==> src/rtl/ned_pkg.sv <==
`timescale 1ns / 1ps

package ned_pkg;

    // Line store geometry
    localparam int MAX_WIDTH = 2048;
    localparam int ADDR_W    = $clog2(MAX_WIDTH);
    // Effective width plus one and the pending count reach MAX_WIDTH + 1
    localparam int EW        = $clog2(MAX_WIDTH + 2);

    // Register field widths
    localparam int WIDTH_W   = 12;
    localparam int HEIGHT_W  = 16;
    localparam int THR_W     = 10;
    localparam int THR_SQ_W  = 2 * THR_W;

    localparam int CH_W      = 8;
    localparam int SUM_W     = 2 * CH_W + 2;
    localparam int MIN_COUNT = 3;
    localparam int NBR       = 8;
    localparam int CNT_W     = $clog2(NBR + 1);

    // Result queue
    localparam int FIFO_DEPTH = 8;
    localparam int FIFO_AW    = $clog2(FIFO_DEPTH);
    localparam int CREDIT_W   = $clog2(FIFO_DEPTH + 1);

    // APB register map
    localparam int PADDR_W = 4;
    localparam int PDATA_W = 32;
    localparam logic [1:0] REG_FRAME_WIDTH  = 2'd0;
    localparam logic [1:0] REG_FRAME_HEIGHT = 2'd1;
    localparam logic [1:0] REG_THRESHOLD    = 2'd2;

    localparam logic [WIDTH_W-1:0]  WIDTH_RESET     = 12'd640;
    localparam logic [HEIGHT_W-1:0] HEIGHT_RESET    = 16'd480;
    localparam logic [THR_W-1:0]    THRESHOLD_RESET = 10'd32;

    typedef struct packed {
        logic [CH_W-1:0] r;
        logic [CH_W-1:0] g;
        logic [CH_W-1:0] b;
    } pixel_t;

    localparam int PIX_W = $bits(pixel_t);

    typedef struct packed {
        logic [EW-1:0]       w_eff;
        logic [HEIGHT_W-1:0] h_eff;
    } frame_cfg_t;

    // Item handed from the position sequencer to the window stage
    typedef struct packed {
        logic              valid;
        logic              is_pixel;   // shift window, update line stores
        logic              result;     // produces a result transaction
        logic              from_ram;   // drain result read from newer row store
        logic              eval;       // interior pixel: run neighbour test
        logic              last;
        logic [ADDR_W-1:0] col;
        pixel_t            pix;
    } seq_item_t;

    typedef struct packed {
        logic   result;
        logic   eval;
        logic   last;
        pixel_t pix;
    } stage_t;

    typedef struct packed {
        pixel_t pix;
        logic   kept;
        logic   last;
    } result_t;

    function automatic logic [EW-1:0] eff_width(input logic [WIDTH_W-1:0] w);
        logic [EW-1:0] res;
        if (w < WIDTH_W'(3))
        begin
            res = EW'(3);
        end
        else if (EW'(w) > EW'(MAX_WIDTH))
        begin
            res = EW'(MAX_WIDTH);
        end
        else
        begin
            res = EW'(w);
        end
        return res;
    endfunction

    function automatic logic [HEIGHT_W-1:0] eff_height(input logic [HEIGHT_W-1:0] h);
        logic [HEIGHT_W-1:0] res;
        res = (h < HEIGHT_W'(3)) ? HEIGHT_W'(3) : h;
        return res;
    endfunction

    // Squared RGB distance between two pixels
    function automatic logic [SUM_W-1:0] sq_dist(input pixel_t a, input pixel_t c);
        logic [CH_W-1:0]   dr;
        logic [CH_W-1:0]   dg;
        logic [CH_W-1:0]   db;
        logic [2*CH_W-1:0] sr;
        logic [2*CH_W-1:0] sg;
        logic [2*CH_W-1:0] sb;
        dr = (a.r > c.r) ? (a.r - c.r) : (c.r - a.r);
        dg = (a.g > c.g) ? (a.g - c.g) : (c.g - a.g);
        db = (a.b > c.b) ? (a.b - c.b) : (c.b - a.b);
        sr = (2*CH_W)'(dr) * (2*CH_W)'(dr);
        sg = (2*CH_W)'(dg) * (2*CH_W)'(dg);
        sb = (2*CH_W)'(db) * (2*CH_W)'(db);
        return SUM_W'(sr) + SUM_W'(sg) + SUM_W'(sb);
    endfunction

endpackage

==> src/rtl/ned_win.sv <==
`timescale 1ns / 1ps

module ned_win import ned_pkg::*; (
    input  logic                       clk,
    input  logic                       rst_n,
    input  seq_item_t                  item,
    input  pixel_t                     older_rdata,
    input  pixel_t                     newer_rdata,
    output logic                       store_we,
    output logic [ADDR_W-1:0]          store_waddr,
    output pixel_t                     older_wdata,
    output pixel_t                     newer_wdata,
    output stage_t                     s3,
    output logic [NBR-1:0][SUM_W-1:0]  sums
);

    pixel_t                    win_reg  [9];
    pixel_t                    win_next [9];
    stage_t                    s2_reg, s2_next;
    stage_t                    s3_reg;
    logic [NBR-1:0][SUM_W-1:0] sum_reg, sum_next;

    // Shift the 3x3 window left by one column, new column on the right
    always_comb
    begin
        for (int k = 0; k < 9; k++)
        begin
            win_next[k] = win_reg[k];
        end
        if (item.valid && item.is_pixel)
        begin
            for (int r = 0; r < 3; r++)
            begin
                win_next[r*3]     = win_reg[r*3 + 1];
                win_next[r*3 + 1] = win_reg[r*3 + 2];
            end
            win_next[2] = older_rdata;
            win_next[5] = newer_rdata;
            win_next[8] = item.pix;
        end
    end

    always_comb
    begin
        s2_next        = '0;
        s2_next.result = item.valid && item.result;
        s2_next.eval   = item.eval;
        s2_next.last   = item.last;
        s2_next.pix    = item.from_ram ? newer_rdata : win_reg[5];
    end

    // Neighbour distances against the center of the updated window
    always_comb
    begin
        for (int j = 0; j < NBR; j++)
        begin
            sum_next[j] = sq_dist(win_reg[(j < 4) ? j : j + 1], win_reg[4]);
        end
    end

    always_ff @(posedge clk)
    begin
        for (int k = 0; k < 9; k++)
        begin
            win_reg[k] <= win_next[k];
        end
        sum_reg <= sum_next;
    end

    always_ff @(posedge clk or negedge rst_n)
    begin
        if (!rst_n)
        begin
            s2_reg <= '0;
            s3_reg <= '0;
        end
        else
        begin
            s2_reg <= s2_next;
            s3_reg <= s2_reg;
        end
    end

    assign store_we    = item.valid && item.is_pixel;
    assign store_waddr = item.col;
    assign older_wdata = newer_rdata;
    assign newer_wdata = item.pix;
    assign s3          = s3_reg;
    assign sums        = sum_reg;

endmodule

==> config.mk <==
export PLATFORM = sky130hd
export DESIGN_NAME = ned_win
export DESIGN_NICKNAME = d
export VERILOG_FILES = /design/src/rtl/ned_pkg.sv /design/src/rtl/ned_win.sv
export SDC_FILE = /design/constraint.sdc
export NUM_CORES = 2
export LEC_CHECK = 0
export ABC_CLOCK_PERIOD_IN_PS = 14100
export BUFFER_PORTS_ARGS = -buffer_cell sky130_fd_sc_hd__buf_2
export CAP_MARGIN = 10
export CELL_PAD_IN_SITES_DETAIL_PLACEMENT = 1
export CELL_PAD_IN_SITES_GLOBAL_PLACEMENT = 2
export CORE_ASPECT_RATIO = 2
export CORE_MARGIN = 2
export CORE_UTILIZATION = 45
export DETAILED_ROUTE_END_ITERATION = 16
export MAX_ROUTING_LAYER = met4
export PLACE_DENSITY = 0.93
export SLEW_MARGIN = 15
export SYNTH_ARGS = -nofsm -noshare
export SYNTH_HDL_FRONTEND = slang
export SYNTH_SLANG_ARGS = --single-unit
==> constraint.sdc <==
create_clock -name clk -period 14.1 [get_ports clk]
set_clock_uncertainty 0.05 [all_clocks]
set_input_delay 2.115 -clock clk [delete_from_list [all_inputs] [get_ports clk]]
set_output_delay 2.115 -clock clk [all_outputs]
set_load 0.02 [all_outputs]
==> results.cfg <==
[drt]
vias_per_cell = 5.33
via_count = 52300
dr.pass1.iters = 5
ant_nets = 0
drt-total-wl_mm = 208
first_iter_violations = 2577
wl_per_cell_um = 21.2
drc = 0

[die]
core-area_um2 = 157000
initial_core_util_pct = 45.2
row_count = 206
dieArea_um2 = 161000
fp.dieH_um = 565
io_pins = 322
die_width_um = 285

[critical_path]
crit_end = sums[33]
cp.arrival_ns = 11.07
cp-start-kind = flop
path_class = flop to flop
rr_startpoint = win_reg[4][0]
r2r_cells = 26
critPathCaptureType = flop
critPathRequiredTime_ns = 14.66
path_max_fanout = 10
rrSetupSlack_ns = 3.58
critPathLaunch = win_reg[4][0]
timing.rr.end = sums[33]

[grt]
grt_use_total_pct = 27.1
overflow = 0
grt_antenna_before_repair = 8
top_usage_layer = met2
grtUsageMet3_pct = 2.39
grt_max_degree = 147
met2_usage_pct = 46.8
grt_util_met1_pct = 32.9
grt_pass1_wl_mm = 329
grt_pass1_vias = 57900

[finish]
largest_reg_flops = 216
layout_common_cells = inv_1, fa_1, ha_1
layout-drive-gt1-share_pct = 8.20
area_growth_pct = 7.61
n_fill_cell = 18000
final_common_cell = inv_1
fin_nets = 9883

[yosys]
synthFlopType = edfxtp_1
synth-xor-area-share_pct = 2.96
seq_area_frac_synth_pct = 15.1
synth.avg_cell_area_um2 = 9.51
synthAdderAreaFrac_pct = 48.8
synth_top_family_by_area = adder cells
synth_area_um2 = 70900
async_reset_ff_share_pct = 13.0
synth_compound_area_share_pct = 10.1
yosys-mux-area-fraction_pct = 1.86
synthCells = 7455
synth_edf_count = 216
yosysWarnings = 0
yosys.area_share.simple_pct = 9.86
syn_nets = 9646
synth_cell_type_count = 88
ys_ff_latch = 414

[place]
globalplace.congestion = 0.924
dp_hpwl_mm = 174
portBuffers = 299

[timing]
max_slew.worst_pin.slew_ns = 1.23
tns_ns = 0
drv_slew = 0
grt_setup_unrepaired = no
setup_violations = 0
period_share_pct = 74.6
slew_headroom_pct = 17.6
fin_crit_ns = 10.52
fmax_mhz = 95.1
finalHoldViolations = 0

[cts]
cts_made_buffers = 49
cts_hold_buf = 0
clk_latency_ns = 0.69
cts_root_buffer = clkbuf_16
cts_tree = built
clkSinkCount = 414
cts_resized = 0
cts_setup_buffers = 0
clock_path_buffers = 3
h-tree-depth = 2
clk_pin_slew_ns = 0.07

[job]
max_cap_viol_count = 0

[hold_path]
worst_hold_path_type = flop to flop
hp-start = s2_reg[17]

[status]
outcome = complete, no violations
==> critical path: stages (launching register included) <==
cell and delay, ns:
edfxtp_1 0.81, inv_1 0.52, ha_1 0.68, and4_1 0.30, a21oi_2 0.27, a31o_1 0.45, mux2i_1 0.16, xnor2_1 0.82
inv_1 0.24, nand2b_1 0.23, fa_1 0.45, fa_1 0.51, fa_1 0.52, inv_1 0.06, fa_1 0.51, fa_1 0.49
inv_1 0.05, fa_1 0.44, fa_1 0.49, inv_1 0.04, ha_1 0.30, o21ai_0 0.15, a21oi_1 0.14, a2111oi_0 0.77
o311ai_0 0.44, o31ai_1 0.37, xnor2_1 0.15
==> synth_stat cells, types with 87 or more instances <==
master | number | area share (%)
xnor2_1 | 136 | 1.7
nand2b_1 | 127 | 1.1
o21ai_0 | 164 | 1.2
edfxtp_1 | 216 | 9.2
ha_1 | 995 | 18
fa_1 | 1105 | 31
nor2_1 | 579 | 3.1
inv_1 | 1856 | 9.8
dfxtp_1 | 144 | 4.1
mux2i_1 | 93 | 1.3
or2_2 | 92 | 0.81
a21oi_1 | 326 | 2.3
nand2_1 | 208 | 1.1
a21o_1 | 194 | 2.1
xor2_1 | 87 | 1.1
==> cell type report <==
cell class                 count  area [um^2]  area share, %
antenna                        5         12.5         0.0164
clock buffer                  59         1340           1.76
clock inverter                32          318          0.417
inverter                    1863         6990           9.17
multi-input combinational   4988        52200           68.4
sequential                   414        10700           14.1
tap                         2080         2600           3.41
timing repair buffer         376         2090           2.74
==> per-stage QoR <==
step	worst slack (ns)	hold slack, ns	utilization, %	cell area [um^2]	cells
after detailed placement	3.52	0.286	47.5	74600	9721
final	3.58	0.298	48.6	76300	9817
after global routing	3.05	0.307	48.6	76300	9813
after floorplan	4.79	0.281	-	70900	7455
after CTS	3.49	0.300	48.6	76300	9812
after global placement	3.89	0.281	47.5	74600	9721
==> routing by layer <==
| metal | vias to the layer above | part of all wire (%) |
|---|---|---|
| met2 | 1169 | 50 |
| met3 | 314 | 4.1 |
| met1 | 26900 | 41 |
| met5 | - | 0 |
| met4 | 0 | 4.8 |
| li1 | 23900 | - |
==> worst min-delay path by stage <==
stage | cells after the start | to | slack [ns]
2_1_floorplan | 0 | s3[0] | 0.28
4_1_cts | 0 | s3[8] | 0.30
5_1_grt | 0 | s3[8] | 0.31
3_3_place_gp | 0 | s3[2] | 0.28
6_report | 0 | s3[17] | 0.30
3_5_place_dp | 0 | s3[2] | 0.29
==> cell families (layout without fill, tap and decap cells) <==
kind of cell	Yosys count	after routing
fa+ha+maj	2100	2100
flops	414	414
xor+xnor	232	232
compound gates	1083	1083
other cells	0	5
mux	126	126
simple gates	1447	1447
buf+inv	2053	2330
Power is not shown: default switching activity piles up to over one toggle a cycle in this logic, so the estimate is an artifact.
