<file path="config.mk">
export PLATFORM = sky130hd
export DESIGN_NAME = ned_ofifo
export DESIGN_NICKNAME = d
export VERILOG_FILES = /design/src/rtl/ned_pkg.sv /design/src/rtl/ned_ofifo.sv
export SDC_FILE = /design/constraint.sdc
export NUM_CORES = 1
export LEC_CHECK = 0
export BUFFER_PORTS_ARGS = -buffer_cell sky130_fd_sc_hd__buf_4
export CAP_MARGIN = 20
export CELL_PAD_IN_SITES_DETAIL_PLACEMENT = 0
export CELL_PAD_IN_SITES_GLOBAL_PLACEMENT = 1
export CORE_AREA = 2 2 132 134
export DETAILED_ROUTE_END_ITERATION = 10
export DIE_AREA = 0 0 134 136
export GPL_TIMING_DRIVEN = 0
export PLACE_DENSITY_LB_ADDON = 0.2
export SLEW_MARGIN = 25
export SYNTH_ARGS = -nofsm -noshare
export SYNTH_HDL_FRONTEND = slang
export SYNTH_SLANG_ARGS = --single-unit
</file>
<file path="constraint.sdc">
create_clock -name clk -period 3.4 [get_ports clk]
set_input_delay 0.68 -clock clk [delete_from_list [all_inputs] [get_ports clk]]
set_output_delay 0.68 -clock clk [all_outputs]
set_load 0.005 [all_outputs]
</file>
<file path="src/rtl/ned_pkg.sv">
`timescale 1ns / 1ps

package ned_pkg;

    // Line store geometry
    localparam int MAX_WIDTH = 2048;
    localparam int ADDR_W    = $clog2(MAX_WIDTH);
    // Effective width plus one and the pending count reach MAX_WIDTH + 1
    localparam int EW        = $clog2(MAX_WIDTH + 2);

    // Register field widths
    localparam int WIDTH_W   = 12;
    localparam int HEIGHT_W  = 16;
    localparam int THR_W     = 10;
    localparam int THR_SQ_W  = 2 * THR_W;

    localparam int CH_W      = 8;
    localparam int SUM_W     = 2 * CH_W + 2;
    localparam int MIN_COUNT = 3;
    localparam int NBR       = 8;
    localparam int CNT_W     = $clog2(NBR + 1);

    // Result queue
    localparam int FIFO_DEPTH = 8;
    localparam int FIFO_AW    = $clog2(FIFO_DEPTH);
    localparam int CREDIT_W   = $clog2(FIFO_DEPTH + 1);

    // APB register map
    localparam int PADDR_W = 4;
    localparam int PDATA_W = 32;
    localparam logic [1:0] REG_FRAME_WIDTH  = 2'd0;
    localparam logic [1:0] REG_FRAME_HEIGHT = 2'd1;
    localparam logic [1:0] REG_THRESHOLD    = 2'd2;

    localparam logic [WIDTH_W-1:0]  WIDTH_RESET     = 12'd640;
    localparam logic [HEIGHT_W-1:0] HEIGHT_RESET    = 16'd480;
    localparam logic [THR_W-1:0]    THRESHOLD_RESET = 10'd32;

    typedef struct packed {
        logic [CH_W-1:0] r;
        logic [CH_W-1:0] g;
        logic [CH_W-1:0] b;
    } pixel_t;

    localparam int PIX_W = $bits(pixel_t);

    typedef struct packed {
        logic [EW-1:0]       w_eff;
        logic [HEIGHT_W-1:0] h_eff;
    } frame_cfg_t;

    // Item handed from the position sequencer to the window stage
    typedef struct packed {
        logic              valid;
        logic              is_pixel;   // shift window, update line stores
        logic              result;     // produces a result transaction
        logic              from_ram;   // drain result read from newer row store
        logic              eval;       // interior pixel: run neighbour test
        logic              last;
        logic [ADDR_W-1:0] col;
        pixel_t            pix;
    } seq_item_t;

    typedef struct packed {
        logic   result;
        logic   eval;
        logic   last;
        pixel_t pix;
    } stage_t;

    typedef struct packed {
        pixel_t pix;
        logic   kept;
        logic   last;
    } result_t;

    function automatic logic [EW-1:0] eff_width(input logic [WIDTH_W-1:0] w);
        logic [EW-1:0] res;
        if (w < WIDTH_W'(3))
        begin
            res = EW'(3);
        end
        else if (EW'(w) > EW'(MAX_WIDTH))
        begin
            res = EW'(MAX_WIDTH);
        end
        else
        begin
            res = EW'(w);
        end
        return res;
    endfunction

    function automatic logic [HEIGHT_W-1:0] eff_height(input logic [HEIGHT_W-1:0] h);
        logic [HEIGHT_W-1:0] res;
        res = (h < HEIGHT_W'(3)) ? HEIGHT_W'(3) : h;
        return res;
    endfunction

    // Squared RGB distance between two pixels
    function automatic logic [SUM_W-1:0] sq_dist(input pixel_t a, input pixel_t c);
        logic [CH_W-1:0]   dr;
        logic [CH_W-1:0]   dg;
        logic [CH_W-1:0]   db;
        logic [2*CH_W-1:0] sr;
        logic [2*CH_W-1:0] sg;
        logic [2*CH_W-1:0] sb;
        dr = (a.r > c.r) ? (a.r - c.r) : (c.r - a.r);
        dg = (a.g > c.g) ? (a.g - c.g) : (c.g - a.g);
        db = (a.b > c.b) ? (a.b - c.b) : (c.b - a.b);
        sr = (2*CH_W)'(dr) * (2*CH_W)'(dr);
        sg = (2*CH_W)'(dg) * (2*CH_W)'(dg);
        sb = (2*CH_W)'(db) * (2*CH_W)'(db);
        return SUM_W'(sr) + SUM_W'(sg) + SUM_W'(sb);
    endfunction

endpackage

</file>
<file path="src/rtl/ned_ofifo.sv">
`timescale 1ns / 1ps

module ned_ofifo import ned_pkg::*; (
    input  logic    clk,
    input  logic    rst_n,
    input  logic    take,
    input  logic    push,
    input  result_t push_data,
    output logic    out_valid,
    output result_t out_data,
    input  logic    out_stall,
    output logic    in_stall
);

    result_t              mem_reg [FIFO_DEPTH];
    logic [FIFO_AW-1:0]   wr_ptr_reg, wr_ptr_next;
    logic [FIFO_AW-1:0]   rd_ptr_reg, rd_ptr_next;
    logic [CREDIT_W-1:0]  fill_reg, fill_next;
    logic [CREDIT_W-1:0]  credit_reg, credit_next;
    logic                 pop;

    assign pop = out_valid && !out_stall;

    always_comb
    begin
        wr_ptr_next = push ? wr_ptr_reg + FIFO_AW'(1) : wr_ptr_reg;
        rd_ptr_next = pop ? rd_ptr_reg + FIFO_AW'(1) : rd_ptr_reg;
        fill_next   = fill_reg + CREDIT_W'(push) - CREDIT_W'(pop);
        // Hold one slot for every result between acceptance and delivery
        credit_next = credit_reg + CREDIT_W'(take) - CREDIT_W'(pop);
    end

    always_ff @(posedge clk)
    begin
        if (push)
        begin
            mem_reg[wr_ptr_reg] <= push_data;
        end
    end

    always_ff @(posedge clk or negedge rst_n)
    begin
        if (!rst_n)
        begin
            wr_ptr_reg <= '0;
            rd_ptr_reg <= '0;
            fill_reg   <= '0;
            credit_reg <= '0;
        end
        else
        begin
            wr_ptr_reg <= wr_ptr_next;
            rd_ptr_reg <= rd_ptr_next;
            fill_reg   <= fill_next;
            credit_reg <= credit_next;
        end
    end

    assign out_valid = (fill_reg != '0);
    assign out_data  = mem_reg[rd_ptr_reg];
    assign in_stall  = (credit_reg >= CREDIT_W'(FIFO_DEPTH));

endmodule
</file>
==> results of run 1 <==
stage by stage:
step / setup TNS, ns / cell area (um2) / setup WS (ns) / std cells / hold WS, ns
finish: 0 / 10470 / 0.2553 / 711 / 0.02439
CTS: 0 / 10470 / 0.1558 / 711 / 0.01031
global route: 0 / 10470 / 0.1245 / 711 / 0.02400
detailed placement: 0 / 9813 / 0.6718 / 674 / 0.5434
global placement: -113.26 / 9525 / -1.579 / 660 / 0.5403
floorplan: 0 / 8808 / 0.3803 / 377 / 0.3844
logic make-up after synthesis:
family	count (synthesis)	share of synthesized area (%)
adders and majority gates	12	1.875
xor gates and xnor gates	8	0.7954
muxes	80	19.09
AOI/OAI and AO/OA	7	0.5113
and+or+nand+nor	21	1.136
buffers and inverters	27	1.704
DFF	222	74.89
metal layers:
layer | vias to the layer above | global-route usage, % | wire length [um] | share of wire [%]
li1 | 1800 | - | - | -
met1 | 2072 | 25.03 | 6934 | 43
met2 | 70 | 31.74 | 8286 | 51
met3 | 26 | 2.946 | 687 | 4.2
met4 | 0 | 5.142 | 303 | 1.9
met5 | - | 0 | 0 | 0
path summary, 6_finish.rpt:
check	start	to	slack, ns
max reg2reg	fill_reg[2]	fill_reg[1]	1.08
max in group asynchronous	rst_n	credit_reg[2]	3.20
min in group clk	push_data[18]	mem_reg[6][18]	0.40
min reg2reg	wr_ptr_reg[1]	wr_ptr_reg[1]	0.57
max	rd_ptr_reg[1]	out_data[2]	0.26
min	rst_n	wr_ptr_reg[0]	0.02
power by group through the flow:
stage | Clock [mW] | Combinational (mW) | Sequential [mW]
floorplan | 0 | 1.72 | 3.62
global placement | 0 | 2.67 | 3.66
detailed placement | 0 | 2.90 | 3.66
CTS | 2.27 | 2.92 | 3.61
global route | 2.39 | 3.07 | 3.64
finish | 2.22 | 2.84 | 3.60
final cells by class:
cell class | instances | area share (%)
Buffer | 15 | 1.004
Clock buffer | 28 | 5.676
Clock inverter | 9 | 0.6094
Inverter | 12 | 0.4302
Multi-Input combinational cell | 128 | 20.22
Sequential cell | 222 | 62.99
Tap cell | 225 | 2.688
Timing Repair Buffer | 72 | 6.381
cells in the final DEF (no fill, tap or decap), types with 6 or more instances in the layout:
cell type	instances
nor2_4	6
buf_4	64
dfrtp_1	14
mux4_1	52
buf_16	6
clkbuf_1	7
edfxtp_1	208
ha_1	10
clkbuf_16	23
mux2_2	28
buf_6	8
inv_1	12
critical path: cells and delay by family, from the launching register on:
kind	cells	cell delay [ns]
flops	1	0.34
mux	2	0.70
buf+inv	3	0.93
==> results.ini, run 1 <==
[floorplan]
fp.dieH_um = 136
row_count = 48
initial_utilization_pct = 52.19
die_area_mm2 = 0.01822
fp.dieW_um = 134
io_pins = 59
core_mm2 = 0.01688

[detailed_routing]
via_per_inst = 5.581
via_count = 3968
post_drt_wl_per_cell_um = 22.80
antenna_left = 0
drcViolationCount = 0
drt_wl_total_um = 16210
first_iter_violations = 228
dr.pass1.iters = 4

[power_and_ir_drop]
p_switching_mw = 2.363
ir_worst_vdd_uv = 438.9
clock_power_share_pct = 25.6
p_leak_nw = 3.724
power_mw = 8.661
p_per_area_mw_per_mm2 = 827.1
switching_share_pct = 27.28
p_seq_share_pct = 41.6
internal-power_mw = 6.298
combPwrFrac_pct = 32.8

[yosys]
synth_flop_cell = edfxtp_1
yosysWarnings = 0
synthCells = 377
syn_area_per_cell_um2 = 23.36
syn_area_mm2 = 0.008808
synth_most_common_cell = edfxtp_1
post_synth_most_frequent_cells = 208 x edfxtp_1, 52 x mux4_1, 28 x mux2_2
ys_ff_latch = 222
synth_enable_flop_cells = 208
synthTopCellsByArea = edfxtp_1 71%, mux4_1 16%, dfrtp_1 4.0%
ys_seq_area_share_pct = 74.89
synth.net_count = 420
synth_area_leader_cell = edfxtp_1
ys_types = 23
yosysTopAreaCellShare_pct = 70.91
synth-async-reset-ratio_pct = 6.306

[critical_path]
critPathMaxFanout = 10
cp_slowest_cell = clkbuf_1
r2r_cells = 9
critPathCaptureType = output pin
cp.arrival_ns = 2.46
slowest_delay_ns = 0.56
cp.required_ns = 2.72
worstSetupPathType = reg -> out
path_cells = clkbuf_2 -> clkbuf_1 -> mux4_1 -> mux2_2 -> buf_4
cp-start-kind = flip-flop

[timing]
finalCritPeriodShare_pct = 92.49
skew_ns = 0.006506
rsz0062_at_grt = false
finalSetupViolations = 0
worst_pin_slew_ns = 0.7620
finalMaxSlewViolations = 0
max_freq_mhz = 318.0
final.min_clock_period_ns = 3.145
hold_viol = 0
max-slew-margin-rel_pct = 49.20

[clock_tree]
cts-htree-levels = 1
cts_tree = yes
cts_hold_buf = 0
cts_buffers = 23
cts_max_path_buffers = 3
cts_sinks = 222
cts-root-buf = clkbuf_16
clkTransAtPathRegs_ns = 0.05
cts-resized-gates = 0
post-cts-setup-buffer-count = 0
clkLatencyLatePin_ns = 0.50

[global_routing]
grt_first_pass_wirelength_um = 24580
grt.total_usage_pct = 18.53
first_global_vias = 4153
grt_max_degree = 18
grt_overflow = 0
antenna_found_initial = 0

[final_layout]
largest_register_ffs = 208
seqCellArea_mm2 = 0.006596
antenna_cells = 0
multi_input_area_mm2 = 0.002117
final_core_util_pct = 62.05
nFillCells = 1148
final_net_count = 517
layout-drive-gt1-share_pct = 29.63
area_growth_pct = 18.88

[placement]
hpwlAfterDp_um = 10320
io_buffers = 58
gp_congestion = 0.6973

[job]
drv_cap = 0

[worst_hold_path]
hold_path.class = in -> async

[run_status]
status = complete, no violations

No activity file was read; power rests on OpenSTA's default activity.
==> inputs of run 2 (changes only) <==
--- a/config.mk
+++ b/config.mk
@@ -9,9 +9,9 @@
 export CAP_MARGIN = 20
 export CELL_PAD_IN_SITES_DETAIL_PLACEMENT = 0
 export CELL_PAD_IN_SITES_GLOBAL_PLACEMENT = 1
-export CORE_AREA = 2 2 132 134
+export CORE_AREA = 2 2 175 177
 export DETAILED_ROUTE_END_ITERATION = 10
-export DIE_AREA = 0 0 134 136
+export DIE_AREA = 0 0 177 179
 export GPL_TIMING_DRIVEN = 0
 export PLACE_DENSITY_LB_ADDON = 0.2
 export SLEW_MARGIN = 25
==> run 2 against run 1 <==
Net effect:
- maximum frequency decreased by 2.2%
- power increased by 3.4%
- global-route usage decreased by 7.1 points
- worst setup slack got worse by 0.070 ns
- critical path depth unchanged
- final area increased by 3.0%
- final cell count increased by 25%
- first-iteration DRC count decreased by 15%
- flip-flop and latch count unchanged
- via count decreased by 0.66%
- largest cell class unchanged
==> results.ini, run 2 (same netlist as run 1, synthesis figures left out) <==
[critical_path]
critPathMaxFanout = 10  ; unchanged
regToRegEndpoint = fill_reg[1]
cp.arrival_ns = 2.53  ; +0.07 ns
cp.required_ns = 2.72  ; about the same
cp_slowest_cell = buf_1
r2r_start = fill_reg[2]
regToRegSetupSlack_ns = 1.06  ; -0.02 ns
slowest_delay_ns = 0.55  ; about the same
cp-start-kind = flip-flop
r2r_cells = 9  ; unchanged
worstSetupPathType = reg -> out
path_cells = clkbuf_2 -> buf_1 -> mux4_1 -> mux2_2 -> buf_4
critPathCaptureType = output pin

[placement]
io_buffers = 58  ; unchanged
gp_congestion = 0.6728  ; -3.5%
hpwlAfterDp_um = 11540  ; +12%
placedCellCount = 846  ; +26%

[clock_tree]
clkLatencyLatePin_ns = 0.52  ; +0.02 ns
cts-root-buf = clkbuf_16
cts_hold_buf = 0  ; unchanged
clkTransAtPathRegs_ns = 0.06  ; about the same
cts_sinks = 222  ; unchanged
cts_tree = yes
cts-htree-levels = 1  ; unchanged
cts_max_path_buffers = 3  ; unchanged
cts_buffers = 24  ; +4.3%

[floorplan]
fp.dieH_um = 179  ; +32%
io_pins = 59  ; unchanged
row_count = 64  ; +33%
die_area_mm2 = 0.03168  ; +74%
initial_utilization_pct = 29.33  ; -23 points
core_mm2 = 0.03003  ; +78%
fp.dieW_um = 177  ; +32%

[final_layout]
layout-drive-gt1-share_pct = 31.64  ; +2.0 points
largest_register_ffs = 208  ; unchanged
final_cell_mix = 208 x edfxtp_1, 62 x buf_4, 52 x mux4_1, 28 x mux2_2, 24 x clkbuf_16
final_cells = 889  ; +25%
antenna_cells = 0  ; unchanged
area_growth_pct = 22.49
final_common_cell = edfxtp_1
final_net_count = 519  ; +0.39%

[global_routing]
grt_overflow = 0  ; unchanged
grt_first_pass_wirelength_um = 26400  ; +7.4%
antenna_found_initial = 1  ; +1
grt_max_degree = 18  ; unchanged
grt.total_usage_pct = 11.42  ; -7.1 points
first_global_vias = 4232  ; +1.9%

[job]
drv_cap = 0  ; unchanged

[timing]
rsz0062_at_grt = false
finalCritPeriodShare_pct = 94.55  ; +2.1 points
finalSetupViolations = 0  ; unchanged
holdWs_ns = 0.01773  ; -0.006663 ns
finalMaxSlewViolations = 0  ; unchanged
final.min_clock_period_ns = 3.215  ; +0.06990 ns
worst_pin_slew_ns = 0.8771  ; +0.1151 ns
hold_viol = 0  ; unchanged
max-slew-margin-rel_pct = 41.53  ; -7.7 points
skew_ns = 0.02140  ; +0.01489 ns
tns_ns = 0  ; unchanged
max_freq_mhz = 311.1  ; -2.2%

[detailed_routing]
first_iter_violations = 194  ; -15%
drcViolationCount = 0  ; unchanged
via_count = 3942  ; -0.66%
antenna_left = 0  ; unchanged
via_per_inst = 4.434  ; -21%
drt_wl_total_um = 17840  ; +10%
post_drt_wl_per_cell_um = 20.07  ; -12%
dr.pass1.iters = 6  ; +2

[run_status]
status = complete, no violations

[power_and_ir_drop]
p_per_area_mw_per_mm2 = 829.8  ; +0.32%
ir_worst_vdd_uv = 331.6  ; -24%
p_leak_nw = 3.780  ; +1.5%

[worst_hold_path]
hold_path.class = in -> async

[run 2: cell count changes in the layout (fill, tap and decap cells not counted), sizes merged]
| cell | delta |
|---|---|
| clkbuf | +4 |
| clkinvlp | +1 |
| clkinv | +2 |
[run 2: what timing repair did]
action	CTS	global route
endpoints found under the setup margin	0	14
resized for setup	0	3
setup buffers	0	0
[run 2: how the worst max path moves through the flow]
| stage | endpoint | cells after the start | from | slack (ns) |
|---|---|---|---|---|
| 3_3_place_gp | mem_reg[2][6] | 3 | push | -1.86 |
| 3_5_place_dp | out_data[18] | 5 | rd_ptr_reg[1] | 0.56 |
| 2_1_floorplan | mem_reg[0][0] | 2 | push | 0.38 |
| 5_1_grt | out_data[24] | 5 | rd_ptr_reg[1] | 0.06 |
| 4_1_cts | out_data[18] | 5 | rd_ptr_reg[1] | 0.01 |
| 6_report | out_data[5] | 5 | rd_ptr_reg[1] | 0.19 |
[run 2: final cells by class]
cell class,count,area [um2]
Fill cell,2763,19240
Timing Repair Buffer,73,675.6
Inverter,12,45.04
Clock buffer,31,656.9
Buffer,15,107.6
Sequential cell,222,6596
Clock inverter,12,95.09
Tap cell,396,495.5
Multi-Input combinational cell,128,2117
[run 2: worst max-delay path, delay by kind of cell, from the launching register on]
kind | cells | cell delay (ns)
buffers and inverters | 3 | 0.96
DFF | 1 | 0.35
muxes | 2 | 0.72
[run 2: stage by stage]
step	setup slack, ns	power, mW	area [um2]	util [%]
2_1_floorplan	0.3803	5.345	8808	-
3_3_place_gp	-1.865	6.472	9739	32.43
3_5_place_dp	0.5605	6.667	10030	33.42
4_1_cts	0.01474	9.148	10790	35.92
5_1_grt	0.06208	9.464	10790	35.93
6_report	0.1854	8.953	10790	35.93
[run 2: metal layers]
metal | up-vias | routed length [um] | GRT usage, % | share of wire, %
met5 | - | 16 | 0 | 0.090
met4 | 2 | 295 | 3.030 | 1.7
met3 | 24 | 747 | 2.036 | 4.2
met2 | 78 | 9230 | 20.31 | 52
met1 | 2036 | 7549 | 14.33 | 42
li1 | 1802 | - | - | -
[run 2: where the power goes]
part	internal [mW]	switching [mW]
Clock	1.44	0.994
Combinational	1.54	1.39
Sequential	3.47	0.129
Total	6.44	2.51
