==> config.mk <==
export PLATFORM = sky130hd
export DESIGN_NAME = ned_vote
export DESIGN_NICKNAME = d
export VERILOG_FILES = /design/src/rtl/ned_pkg.sv /design/src/rtl/ned_vote.sv
export SDC_FILE = /design/constraint.sdc
export NUM_CORES = 1
export LEC_CHECK = 0
export ABC_AREA = 1
export BUFFER_PORTS_ARGS = -buffer_cell sky130_fd_sc_hd__buf_4
export CORE_ASPECT_RATIO = 0.75
export CORE_MARGIN = 2
export CORE_UTILIZATION = 45
export DETAILED_ROUTE_END_ITERATION = 8
export GPL_TIMING_DRIVEN = 0
export PLACE_DENSITY = 0.84
export SETUP_SLACK_MARGIN = 0.2
export SLEW_MARGIN = 40
export SYNTH_ARGS = -nofsm -noshare
export SYNTH_HDL_FRONTEND = slang
export SYNTH_SLANG_ARGS = --single-unit
export TNS_END_PERCENT = 20
==> constraint.sdc <==
create_clock -name vclk -period 11.7
set_input_delay 1.17 -clock vclk [all_inputs]
set_output_delay 1.17 -clock vclk [all_outputs]
set_load 0.02 [all_outputs]
==> src/rtl/ned_pkg.sv <==
`timescale 1ns / 1ps

package ned_pkg;

    // Line store geometry
    localparam int MAX_WIDTH = 2048;
    localparam int ADDR_W    = $clog2(MAX_WIDTH);
    // Effective width plus one and the pending count reach MAX_WIDTH + 1
    localparam int EW        = $clog2(MAX_WIDTH + 2);

    // Register field widths
    localparam int WIDTH_W   = 12;
    localparam int HEIGHT_W  = 16;
    localparam int THR_W     = 10;
    localparam int THR_SQ_W  = 2 * THR_W;

    localparam int CH_W      = 8;
    localparam int SUM_W     = 2 * CH_W + 2;
    localparam int MIN_COUNT = 3;
    localparam int NBR       = 8;
    localparam int CNT_W     = $clog2(NBR + 1);

    // Result queue
    localparam int FIFO_DEPTH = 8;
    localparam int FIFO_AW    = $clog2(FIFO_DEPTH);
    localparam int CREDIT_W   = $clog2(FIFO_DEPTH + 1);

    // APB register map
    localparam int PADDR_W = 4;
    localparam int PDATA_W = 32;
    localparam logic [1:0] REG_FRAME_WIDTH  = 2'd0;
    localparam logic [1:0] REG_FRAME_HEIGHT = 2'd1;
    localparam logic [1:0] REG_THRESHOLD    = 2'd2;

    localparam logic [WIDTH_W-1:0]  WIDTH_RESET     = 12'd640;
    localparam logic [HEIGHT_W-1:0] HEIGHT_RESET    = 16'd480;
    localparam logic [THR_W-1:0]    THRESHOLD_RESET = 10'd32;

    typedef struct packed {
        logic [CH_W-1:0] r;
        logic [CH_W-1:0] g;
        logic [CH_W-1:0] b;
    } pixel_t;

    localparam int PIX_W = $bits(pixel_t);

    typedef struct packed {
        logic [EW-1:0]       w_eff;
        logic [HEIGHT_W-1:0] h_eff;
    } frame_cfg_t;

    // Item handed from the position sequencer to the window stage
    typedef struct packed {
        logic              valid;
        logic              is_pixel;   // shift window, update line stores
        logic              result;     // produces a result transaction
        logic              from_ram;   // drain result read from newer row store
        logic              eval;       // interior pixel: run neighbour test
        logic              last;
        logic [ADDR_W-1:0] col;
        pixel_t            pix;
    } seq_item_t;

    typedef struct packed {
        logic   result;
        logic   eval;
        logic   last;
        pixel_t pix;
    } stage_t;

    typedef struct packed {
        pixel_t pix;
        logic   kept;
        logic   last;
    } result_t;

    function automatic logic [EW-1:0] eff_width(input logic [WIDTH_W-1:0] w);
        logic [EW-1:0] res;
        if (w < WIDTH_W'(3))
        begin
            res = EW'(3);
        end
        else if (EW'(w) > EW'(MAX_WIDTH))
        begin
            res = EW'(MAX_WIDTH);
        end
        else
        begin
            res = EW'(w);
        end
        return res;
    endfunction

    function automatic logic [HEIGHT_W-1:0] eff_height(input logic [HEIGHT_W-1:0] h);
        logic [HEIGHT_W-1:0] res;
        res = (h < HEIGHT_W'(3)) ? HEIGHT_W'(3) : h;
        return res;
    endfunction

    // Squared RGB distance between two pixels
    function automatic logic [SUM_W-1:0] sq_dist(input pixel_t a, input pixel_t c);
        logic [CH_W-1:0]   dr;
        logic [CH_W-1:0]   dg;
        logic [CH_W-1:0]   db;
        logic [2*CH_W-1:0] sr;
        logic [2*CH_W-1:0] sg;
        logic [2*CH_W-1:0] sb;
        dr = (a.r > c.r) ? (a.r - c.r) : (c.r - a.r);
        dg = (a.g > c.g) ? (a.g - c.g) : (c.g - a.g);
        db = (a.b > c.b) ? (a.b - c.b) : (c.b - a.b);
        sr = (2*CH_W)'(dr) * (2*CH_W)'(dr);
        sg = (2*CH_W)'(dg) * (2*CH_W)'(dg);
        sb = (2*CH_W)'(db) * (2*CH_W)'(db);
        return SUM_W'(sr) + SUM_W'(sg) + SUM_W'(sb);
    endfunction

endpackage

==> src/rtl/ned_vote.sv <==
`timescale 1ns / 1ps

module ned_vote import ned_pkg::*; (
    input  stage_t                     s3,
    input  logic [NBR-1:0][SUM_W-1:0]  sums,
    input  logic [THR_SQ_W-1:0]        thr_sq,
    output logic                       push,
    output result_t                    push_data
);

    logic [CNT_W-1:0] cnt;
    logic             kept;

    always_comb
    begin
        cnt = '0;
        for (int j = 0; j < NBR; j++)
        begin
            cnt = cnt + CNT_W'(THR_SQ_W'(sums[j]) >= thr_sq);
        end
        kept = !s3.eval || (cnt >= CNT_W'(MIN_COUNT));

        push           = s3.result;
        push_data.pix  = kept ? s3.pix : '0;
        push_data.kept = kept;
        push_data.last = s3.last;
    end

endmodule

==> metrics.md, run 1 <==
| Metric | Value |
|---|---|
| Post-synthesis instance total | 660 |
| CP cell instances | buf_4 -> inv_1 -> ha_1 -> nand2_1 -> inv_1 -> o21ai_0 -> inv_1 -> nor2_1 -> nand3_1 -> nor2_1 -> fa_1 -> inv_1 -> fa_1 -> fa_1 -> ha_1 -> fa_1 -> nand2_1 -> o211a_1 -> nand2_2 -> inv_2 -> buf_6 -> nor2_1 -> buf_4 |
| Slowest stage cell, crit path | fa_1 |
| Max-Slew Margin vs Limit | between 70% and 80% |
| Worst slew pin tran | between 0.4 and 0.5 ns |
| WHS | roughly 2.5 ns |
| P_leak | 3.74 nW |
| Synth cell types | 24 |
| WL/cell | ~13 um |
| Register area | 0 um^2 |
| Drt via density | 4.75 |
| Startpoint types | primary input |
| Commonest non-fill, non-tap cell in the layout | buf_4 |
| Final Net Count | 1,220 |
| GP Congestion | between 0.9 and 1 |
| Area of the multi-input gates | roughly 0.0036 mm^2 |
| Crit path capture type | output pin |
| Synth-to-Final Area Change | 42.6% |
| IO Port Bufs | 216 |
| Core area | approximately 0.009 mm^2 |
| # IOs | between 200 and 250 |
| Final min period | about 6.7 ns |
| Maximum vdd drop | ~0.000027 V |
| Initial core utilization | 46.1% |
| # Post-CTS Setup Buffers | 0 |
| Antenna violations before repair | 0 |
| Ys Warns | 0 |
| Routed vias | about 4,700 |
| Fin crit share | a little under three fifths |
| Util after Layout | 65.7% |
| WS Path Type | in2out |
| Share of post-route cells with drive strength above 1 | between 20% and 30% |
| Die X-Extent | between 100 and 150 um |
| Max cap viols | 0 |
| Initial detailed-routing violation count | around 120 |
| HP Class | in2out |
| Number of global-route vias before repair | 4,491 |
| Dpl cell area | ~0.006 mm^2 |
| Largest net degree at the start of global routing | 11 |
| Final instance area | just under 0.006 mm^2 |
| Die H | around 87 um |
| First-pass GRT wire length | approximately 20,000 um |
| Syn_nets | 1,002 |
| Most frequent cells in the layout | 219 x buf_4, 190 x nand2_1, 147 x ha_1, 116 x inv_1, 84 x nor2_1 |
| Status | complete, no violations |
| Max Clk Rate | between 0.1 and 0.15 GHz |
| Std-Cell Rows | 30 |
| Overall Global Routing Usage | between 20 and 25% |
| Netlist Area Pre-Place | between 0.004 and 0.005 mm^2 |
| # fillers | 861 |
| Fin. max-slew vios | 0 |
| DP HPWL | between 10,000 and 15,000 um |
| Power per cell area | about 38 mW/mm^2 |
| RSZ-0062 raised after global routing | false |
| Critical Path AT | approximately 5.6 ns |
| Mean Syn Cell Area | between 6 and 7 um^2 |
| Setup TNS Final | 0 ns |
| Global route overflow | 0 |
| Fin cells | approximately 990 |
| Cts hold-fix bufs | 0 |
| Routed Antenna Nets | 0 |
| Final setup fails | 0 |
| Number of remaining DRC errors | 0 |
| Placed instance count | 988 |
| Die area | approximately 0.01 mm^2 |
| Clkbuf count | 0 |
| Cts repair resizes | 0 |
| 1st-pass router iterations | 6 |
| Diodes inserted | 0 |
| CP required | about 11 ns |
| Post-synthesis sequential area ratio | 0% |
| DRT Wirelength | 12,400 um |
| Sequential cell count | 0 |
| Delay of the slowest cell on the worst path | 0.52 ns |
| Crit Path Max Fanout | 10 |
| Endpoints failing hold | 0 |
==> critical path: cells and delay by family <==
family	cells	cell delay, ns
buffers and inverters	8	0.88
and+or+nand+nor	7	0.77
AOI/OAI and AO/OA	2	0.26
adders and majority gates	6	2.46
==> cell families after synthesis <==
family	count (synthesis)	share of synthesized area, %
simple gates	320	32.2
fa+ha+maj	151	46.4
buf+inv	123	12.0
compound gates	66	9.41
==> path summary, 6_finish.rpt <==
path | from | end | slack (ns) | cells past startpoint
min | s3[24] | push_data[0] | 2.54 | 2
max | thr_sq[17] | push_data[11] | 4.96 | 23
==> synthesized netlist by cell type, drive strengths merged <==
| master | n | share of area, % |
|---|---|---|
| a211o | 1 | 0.21 |
| a21boi | 4 | 0.73 |
| a21o | 8 | 1.5 |
| a21oi | 36 | 4.4 |
| and2 | 10 | 1.5 |
| buf | 6 | 1.4 |
| fa | 4 | 1.9 |
| ha | 147 | 44 |
| inv | 117 | 11 |
| nand2 | 191 | 17 |
| nand3 | 15 | 2.4 |
| nand3b | 2 | 0.36 |
| nand4 | 12 | 1.8 |
| nor2 | 87 | 8.3 |
| nor3 | 3 | 0.36 |
| o211a | 1 | 0.24 |
| o21ai | 8 | 0.97 |
| o21bai | 8 | 1.5 |
==> where the power goes <==
group,internal [mW],switching (mW)
logic,0.109,0.114
clock network,0,0
registers,0,0
==> through the flow <==
stage | power (mW) | setup slack (ns)
global route | 0.254 | 4.69
finish | 0.223 | 4.96
global placement | 0.218 | 5.04
CTS | 0.225 | 4.95
detailed placement | 0.223 | 4.99
floorplan | 0.126 | 5.53
==> per-layer routing <==
| metal | vias to the layer above | global-route usage, % | part of all wire (%) |
|---|---|---|---|
| met5 | - | 0 | 0 |
| met4 | 0 | 4.49 | 1.9 |
| met3 | 16 | 1.46 | 5.7 |
| met2 | 147 | 46.2 | 48 |
| met1 | 1965 | 30.6 | 45 |
| li1 | 2562 | - | - |
==> area by class of cell <==
class                      instances  area share, %
buffer                             6          0.955
timing repair buffer             216           27.5
multi-input combinational        537           61.7
tap                              112           2.38
inverter                         117           7.45
Power figures use the tool's default switching activity.
==> inputs of run 2 (changes only) <==
--- a/config.mk
+++ b/config.mk
@@ -9,10 +9,10 @@
 export BUFFER_PORTS_ARGS = -buffer_cell sky130_fd_sc_hd__buf_4
 export CORE_ASPECT_RATIO = 0.75
 export CORE_MARGIN = 2
-export CORE_UTILIZATION = 45
+export CORE_UTILIZATION = 44
 export DETAILED_ROUTE_END_ITERATION = 8
 export GPL_TIMING_DRIVEN = 0
-export PLACE_DENSITY = 0.84
+export PLACE_DENSITY = 0.86
 export SETUP_SLACK_MARGIN = 0.2
 export SLEW_MARGIN = 40
 export SYNTH_ARGS = -nofsm -noshare
==> constraint.sdc (replaced) <==
create_clock -name vclk -period 5.4
set_input_delay 0.54 -clock vclk [all_inputs]
set_output_delay 0.54 -clock vclk [all_outputs]
set_load 0.02 [all_outputs]
==> metrics.md, run 2 (synthesis gave the netlist of run 1 again) <==
| Metric | Value |
|---|---|
| Status | complete, no violations (unchanged) |
| # fillers | 770 (was 861) |
| Worst slew pin tran | 0.424 ns (was 0.414 ns) |
| Startpoint types | primary input (unchanged) |
| Commonest non-fill, non-tap cell in the layout | buf_4 (unchanged) |
| Largest net degree at the start of global routing | 11 (unchanged) |
| Max Clk Rate | between 0.15 and 0.2 GHz |
| Register area | 0 um^2 (unchanged) |
| Clkbuf count | 0 (unchanged) |
| GP Congestion | 0.889 (was 0.953) |
| Max cap viols | 0 (unchanged) |
| WL/cell | 14.2 um (was 12.6 um) |
| Worst setup path start | thr_sq[1] (was thr_sq[17]) |
| Final setup fails | 0 (unchanged) |
| Die H | 88.0 um (was 87.0 um) |
| Share of post-route cells with drive strength above 1 | 36.1% (was 26.1%) |
| Number of global-route vias before repair | 4,924 (was 4,491) |
| Std-Cell Rows | 30 (unchanged) |
| CP required | 4.86 ns (was 10.53 ns) |
| Fin cells | 1,042 (was 988) |
| Routed Antenna Nets | 0 (unchanged) |
| Core area | 0.00908 mm^2 (was 0.00897 mm^2) |
| Power per cell area | 86.0 mW/mm^2 (was 37.8 mW/mm^2) |
| P_leak | 3.89 nW (was 3.74 nW) |
| Placed instance count | 1,004 (was 988) |
| Final Net Count | 1,258 (was 1,220) |
| Drt via density | 4.80 (was 4.75) |
| Routed vias | 5,003 (was 4,690) |
| Die area | 0.0102 mm^2 (was 0.00998 mm^2) |
| WHS | 1.28 ns (was 2.54 ns) |
| CP cell instances | buf_4 -> clkinvlp_4 -> ha_1 -> inv_1 -> o21bai_1 -> nand2_1 -> nand2_1 -> nand3_1 -> nand3_1 -> nor2_2 -> fa_1 -> inv_1 -> fa_1 -> fa_1 -> ha_2 -> fa_1 -> nand2_1 -> o211a_1 -> nand2_2 -> inv_4 -> clkbuf_16 -> nor2_2 -> buf_6 (was buf_4 -> inv_1 -> ha_1 -> nand2_1 -> inv_1 -> o21ai_0 -> inv_1 -> nor2_1 -> nand3_1 -> nor2_1 -> fa_1 -> inv_1 -> fa_1 -> fa_1 -> ha_1 -> fa_1 -> nand2_1 -> o211a_1 -> nand2_2 -> inv_2 -> buf_6 -> nor2_1 -> buf_4) |
| Fin. max-slew vios | 0 (unchanged) |
| Die X-Extent | 116 um (was 115 um) |
| Endpoints failing hold | 0 (unchanged) |
| Slowest stage cell, crit path | fa_1 (unchanged) |
| Global route overflow | 0 (unchanged) |
| Crit path capture type | output pin (unchanged) |
| RSZ-0062 raised after global routing | true (was false) |
| Number of remaining DRC errors | 0 (unchanged) |
| Initial core utilization | 45.5% (was 46.1%) |
| Diodes inserted | 0 (unchanged) |
| Final min period | 5.21 ns |
| Antenna violations before repair | 0 (unchanged) |
| Sequential cell count | 0 (unchanged) |
| Util after Layout | 73.3% (was 65.7%) |
| # IOs | 218 (unchanged) |
| 1st-pass router iterations | 6 (unchanged) |
| Crit Path Max Fanout | 7 (was 10) |
| First-pass GRT wire length | 21,500 um (was 19,700 um) |
| CP dominant cell by count | fa_1 |
| Most frequent cells in the layout | 249 x buf_4, 183 x nand2_1, 129 x ha_1, 101 x inv_1, 68 x nor2_1 (was 219 x buf_4, 190 x nand2_1, 147 x ha_1, 116 x inv_1, 84 x nor2_1) |
| DRT Wirelength | 14,800 um (was 12,400 um) |
| Delay of the slowest cell on the worst path | 0.50 ns (was 0.52 ns) |
| Synth-to-Final Area Change | 61.0% (was 42.6%) |
| Cts hold-fix bufs | 0 (unchanged) |
| WS Path Type | in2out (unchanged) |
| DP HPWL | 11,700 um (was 11,300 um) |
| Fin crit share | between 90% and 100% |
| Maximum vdd drop | 0.000102 V (was 0.0000268 V) |
| Max-Slew Margin vs Limit | 71.7% (was 72.4%) |
| Worst setup path end | push_data[5] (was push_data[11]) |
| Overall Global Routing Usage | 26.5% (was 24.3%) |
| Initial detailed-routing violation count | 136 (was 121) |
| HP Class | in2out (unchanged) |
| IO Port Bufs | 216 (unchanged) |
| Hold path start | s3[26] (was s3[24]) |
| Critical Path AT | 4.67 ns (was 5.57 ns) |
## run 2: changes by cell type in the layout (fill, tap and decap cells not counted), moves of 14 or more
cell        delta
ha_1          -18
ha_4          +17
nor2_1        -16
clkinvlp_4    +14
buf_4         +30
inv_1         -15
## run 2: power by group
group,total (mW),internal (mW),switching (mW)
combinational,0.572,0.286,0.286
clock,0,0,0
sequential,0,0,0
## run 2: how the worst min path moves through the flow
stage	to	slack [ns]	cells after the start
floorplan	push	1.19	1
global placement	push	1.28	2
detailed placement	push	1.28	2
CTS	push	1.28	2
global route	push	1.28	2
finish	push	1.28	2
## run 2: worst max-delay path: cells and delay by family
kind                       cells  cell delay, ns
adders and majority gates      6            2.51
buffers and inverters          7            0.76
and+or+nand+nor                8            0.63
AOI/OAI and AO/OA              2            0.23
## run 2: area by class of cell
class,instances,area [um^2],share of cell area (%)
inverters,117,494,7.42
plain buffers,6,63.8,0.958
well taps,128,160,2.41
repair buffers,254,1950,29.4
multi-input cells,537,3990,59.9
## run 2: per-layer routing
layer / share of wire (%) / global-route usage (%) / up-vias
met5: 0 / 0 / -
met4: 1.1 / 2.81 / 0
met3: 5.8 / 2.70 / 14
met2: 52 / 54.4 / 157
met1: 41 / 30.2 / 2190
li1: - / - / 2642
## run 2: metrics by stage
| stage | worst slack [ns] | power [mW] | instance area, um^2 | TNS (ns) |
|---|---|---|---|---|
| final | 0.186 | 0.572 | 6660 | 0 |
| after global routing | -0.0580 | 0.641 | 6660 | -0.850 |
| after CTS | 0.204 | 0.513 | 6190 | 0 |
| after detailed placement | 0.0526 | 0.484 | 5920 | 0 |
| after global placement | 0.0253 | 0.473 | 5920 | 0 |
| after floorplan | 0.491 | 0.272 | 4140 | 0 |
## run 2: what timing repair did
| action | CTS | global route |
|---|---|---|
| pin swaps | 8 | 2 |
| setup buffers | 18 | 19 |
| gates resized for setup | 29 | 54 |
| endpoints found under the setup margin | 21 | 25 |
| gates cloned | 0 | 1 |
| endpoints found under the hold margin | 0 | 0 |
==> inputs of run 3 (changes only) <==
--- a/config.mk
+++ b/config.mk
@@ -12,7 +12,8 @@
 export CORE_UTILIZATION = 44
 export DETAILED_ROUTE_END_ITERATION = 8
 export GPL_TIMING_DRIVEN = 0
-export PLACE_DENSITY = 0.86
+export PLACE_DENSITY = 0.85
+export RECOVER_POWER = 50
 export SETUP_SLACK_MARGIN = 0.2
 export SLEW_MARGIN = 40
 export SYNTH_ARGS = -nofsm -noshare
==> metrics.md, run 3 (synthesis gave the netlist of run 1 again) <==
| Metric | Value |
|---|---|
| Status | complete, no violations (unchanged) |
| CP required | 4.86 ns (about the same) |
| Final min period | 5.24 ns (was 5.21 ns) |
| Fin cells | 1,035 (was 1,042) |
| Cts hold-fix bufs | 0 (unchanged) |
| Worst slew pin tran | 0.422 ns (was 0.424 ns) |
| Diodes inserted | 0 (unchanged) |
| Largest net degree at the start of global routing | 11 (unchanged) |
| Routed wl met2 | 7080 um (was 7720 um) |
| Antenna violations before repair | 0 (unchanged) |
| Clkbuf count | 0 (unchanged) |
| Most frequent cells in the layout | 236 x buf_4, 186 x nand2_1, 136 x ha_1, 100 x inv_1, 64 x nor2_1 (was 249 x buf_4, 183 x nand2_1, 129 x ha_1, 101 x inv_1, 68 x nor2_1) |
| Maximum vdd drop | 0.000101 V (was 0.000102 V) |
| Highest metal used | met4 (unchanged) |
| Register area | 0 um^2 (unchanged) |
| Slowest stage cell, crit path | fa_1 (unchanged) |
| Sequential Power Share | 0% (about the same) |
| P_leak | 3.84 nW (was 3.89 nW) |
| Crit path capture type | output pin (unchanged) |
| WS Path Type | in2out (unchanged) |
| Routed vias | 4,997 (was 5,003) |
| DP HPWL | 11,400 um (was 11,700 um) |
| Placed instance count | 1,004 (unchanged) |
| Max-Slew Margin vs Limit | 71.8% (was 71.7%) |
| Number of remaining DRC errors | 0 (unchanged) |
| DRT Wirelength | 14,400 um (was 14,800 um) |
| Commonest non-fill, non-tap cell in the layout | buf_4 (unchanged) |
| First-pass GRT wire length | 21,400 um (was 21,500 um) |
| Delay of the slowest cell on the worst path | 0.55 ns (was 0.50 ns) |
| Endpoints failing hold | 0 (unchanged) |
| Core area | 0.00908 mm^2 (unchanged) |
| Initial core utilization | 45.5% (unchanged) |
| Global route overflow | 0 (unchanged) |
| Net Sw Frac | 50.3% (was 50.0%) |
| Crit Path Max Fanout | 10 (was 7) |
| Startpoint types | primary input (unchanged) |
| Fin crit share | 97.0% (was 96.6%) |
| CP cell instances | buf_4 -> clkinvlp_4 -> ha_4 -> nand2_4 -> nor2_4 -> buf_4 -> and2_1 -> nand3_1 -> nand3_2 -> nor2_2 -> fa_1 -> inv_1 -> fa_1 -> fa_1 -> ha_2 -> fa_1 -> nand2_1 -> o211a_1 -> nand2_2 -> inv_4 -> buf_12 -> nor2_2 -> buf_6 (was buf_4 -> clkinvlp_4 -> ha_1 -> inv_1 -> o21bai_1 -> nand2_1 -> nand2_1 -> nand3_1 -> nand3_1 -> nor2_2 -> fa_1 -> inv_1 -> fa_1 -> fa_1 -> ha_2 -> fa_1 -> nand2_1 -> o211a_1 -> nand2_2 -> inv_4 -> clkbuf_16 -> nor2_2 -> buf_6) |
| Design Power | 0.560 mW (was 0.572 mW) |
| Combinational share of power | 100.0% (about the same) |
| # IOs | 218 (unchanged) |
| Drt via density | 4.83 (was 4.80) |
| Final Net Count | 1,251 (was 1,258) |
| 1st-pass router iterations | 4 (was 6) |
| Setup TNS Final | 0 ns (unchanged) |
| Routed Antenna Nets | 0 (unchanged) |
| Max cap viols | 0 (unchanged) |
| Power per cell area | 86.3 mW/mm^2 (was 86.0 mW/mm^2) |
| Share of post-route cells with drive strength above 1 | 34.4% (was 36.1%) |
| Clock power frac | 0% (about the same) |
| Die X-Extent | 116 um (unchanged) |
| Internal power | 0.279 mW (was 0.286 mW) |
| RSZ-0062 raised after global routing | true (unchanged) |
| GP Congestion | 0.905 (was 0.889) |
| Std-Cell Rows | 30 (unchanged) |
| Initial detailed-routing violation count | 124 (was 136) |
| # fillers | 772 (was 770) |
| Number of global-route vias before repair | 4,844 (was 4,924) |
| Overall Global Routing Usage | 26.4% (was 26.5%) |
| Fin. max-slew vios | 0 (unchanged) |
| Dpl cell area | 0.00592 mm^2 (unchanged) |
| Sequential cell count | 0 (unchanged) |
| Synth-to-Final Area Change | 57.0% (was 61.0%) |
| Die area | 0.0102 mm^2 (unchanged) |
| Final setup fails | 0 (unchanged) |
| WL/cell | 13.9 um (was 14.2 um) |
| Max Clk Rate | 0.191 GHz (was 0.192 GHz) |
| HP Class | in2out (unchanged) |
| Die H | 88.0 um (unchanged) |
| Psw | 0.282 mW (was 0.286 mW) |
| Met1 Routed Length | 6140 um (was 6030 um) |
| Final instance area | 0.00649 mm^2 (was 0.00666 mm^2) |
| CP dominant cell by count | fa_1 (unchanged) |
| Critical Path AT | 4.70 ns (was 4.67 ns) |
| IO Port Bufs | 216 (unchanged) |
| Met3 Routed Length | 901 um (was 861 um) |
==> run 3: per-layer routing <==
| layer | global-route usage (%) | vias to the layer above |
|---|---|---|
| met1 | 32.7 | 2180 |
| met2 | 50.0 | 168 |
| li1 | - | 2618 |
| met4 | 4.55 | 0 |
| met3 | 2.70 | 31 |
| met5 | 0 | - |
==> run 3: power by group through the flow <==
stage          logic, mW  clock network [mW]  registers [mW]
2_1_floorplan      0.272                   0               0
3_3_place_gp       0.471                   0               0
3_5_place_dp       0.482                   0               0
4_1_cts            0.531                   0               0
5_1_grt            0.630                   0               0
6_report           0.560                   0               0
==> run 3: critical path: cells and delay by family <==
kind            cells  cell delay (ns)
buf+inv             7             0.78
fa+ha+maj           6             2.49
simple gates        9             0.78
compound gates      1             0.11
==> run 3: per-stage QoR <==
| step | utilization [%] | setup slack (ns) | hold slack (ns) |
|---|---|---|---|
| 2_1_floorplan | - | 0.491 | 1.19 |
| 5_1_grt | 71.5 | -0.0162 | 1.34 |
| 4_1_cts | 69.7 | 0.180 | 1.28 |
| 3_3_place_gp | 65.1 | -0.113 | 1.28 |
| 6_report | 71.5 | 0.161 | 1.34 |
| 3_5_place_dp | 65.1 | -0.0568 | 1.28 |
==> run 3: timing repair <==
| item | CTS | global route |
|---|---|---|
| cloned | 1 | 0 |
| setup buffers | 28 | 2 |
| resized for setup | 49 | 28 |
| setup endpoints to repair | 25 | 25 |
| pin swaps | 14 | 12 |
==> run 3: final timing paths <==
| check | startpoint | end | cells after the start |
|---|---|---|---|
| setup / recovery | thr_sq[6] | push_data[21] | 23 |
| hold / removal | s3[26] | push | 2 |
==> run 3: area by class of cell <==
type / count / area, um^2 / share of cell area [%]
Inverter: 117 / 498 / 7.67
Tap cell: 128 / 160 / 2.47
Multi-Input combinational cell: 537 / 3880 / 59.7
Buffer: 6 / 65.1 / 1.00
Timing Repair Buffer: 247 / 1890 / 29.1
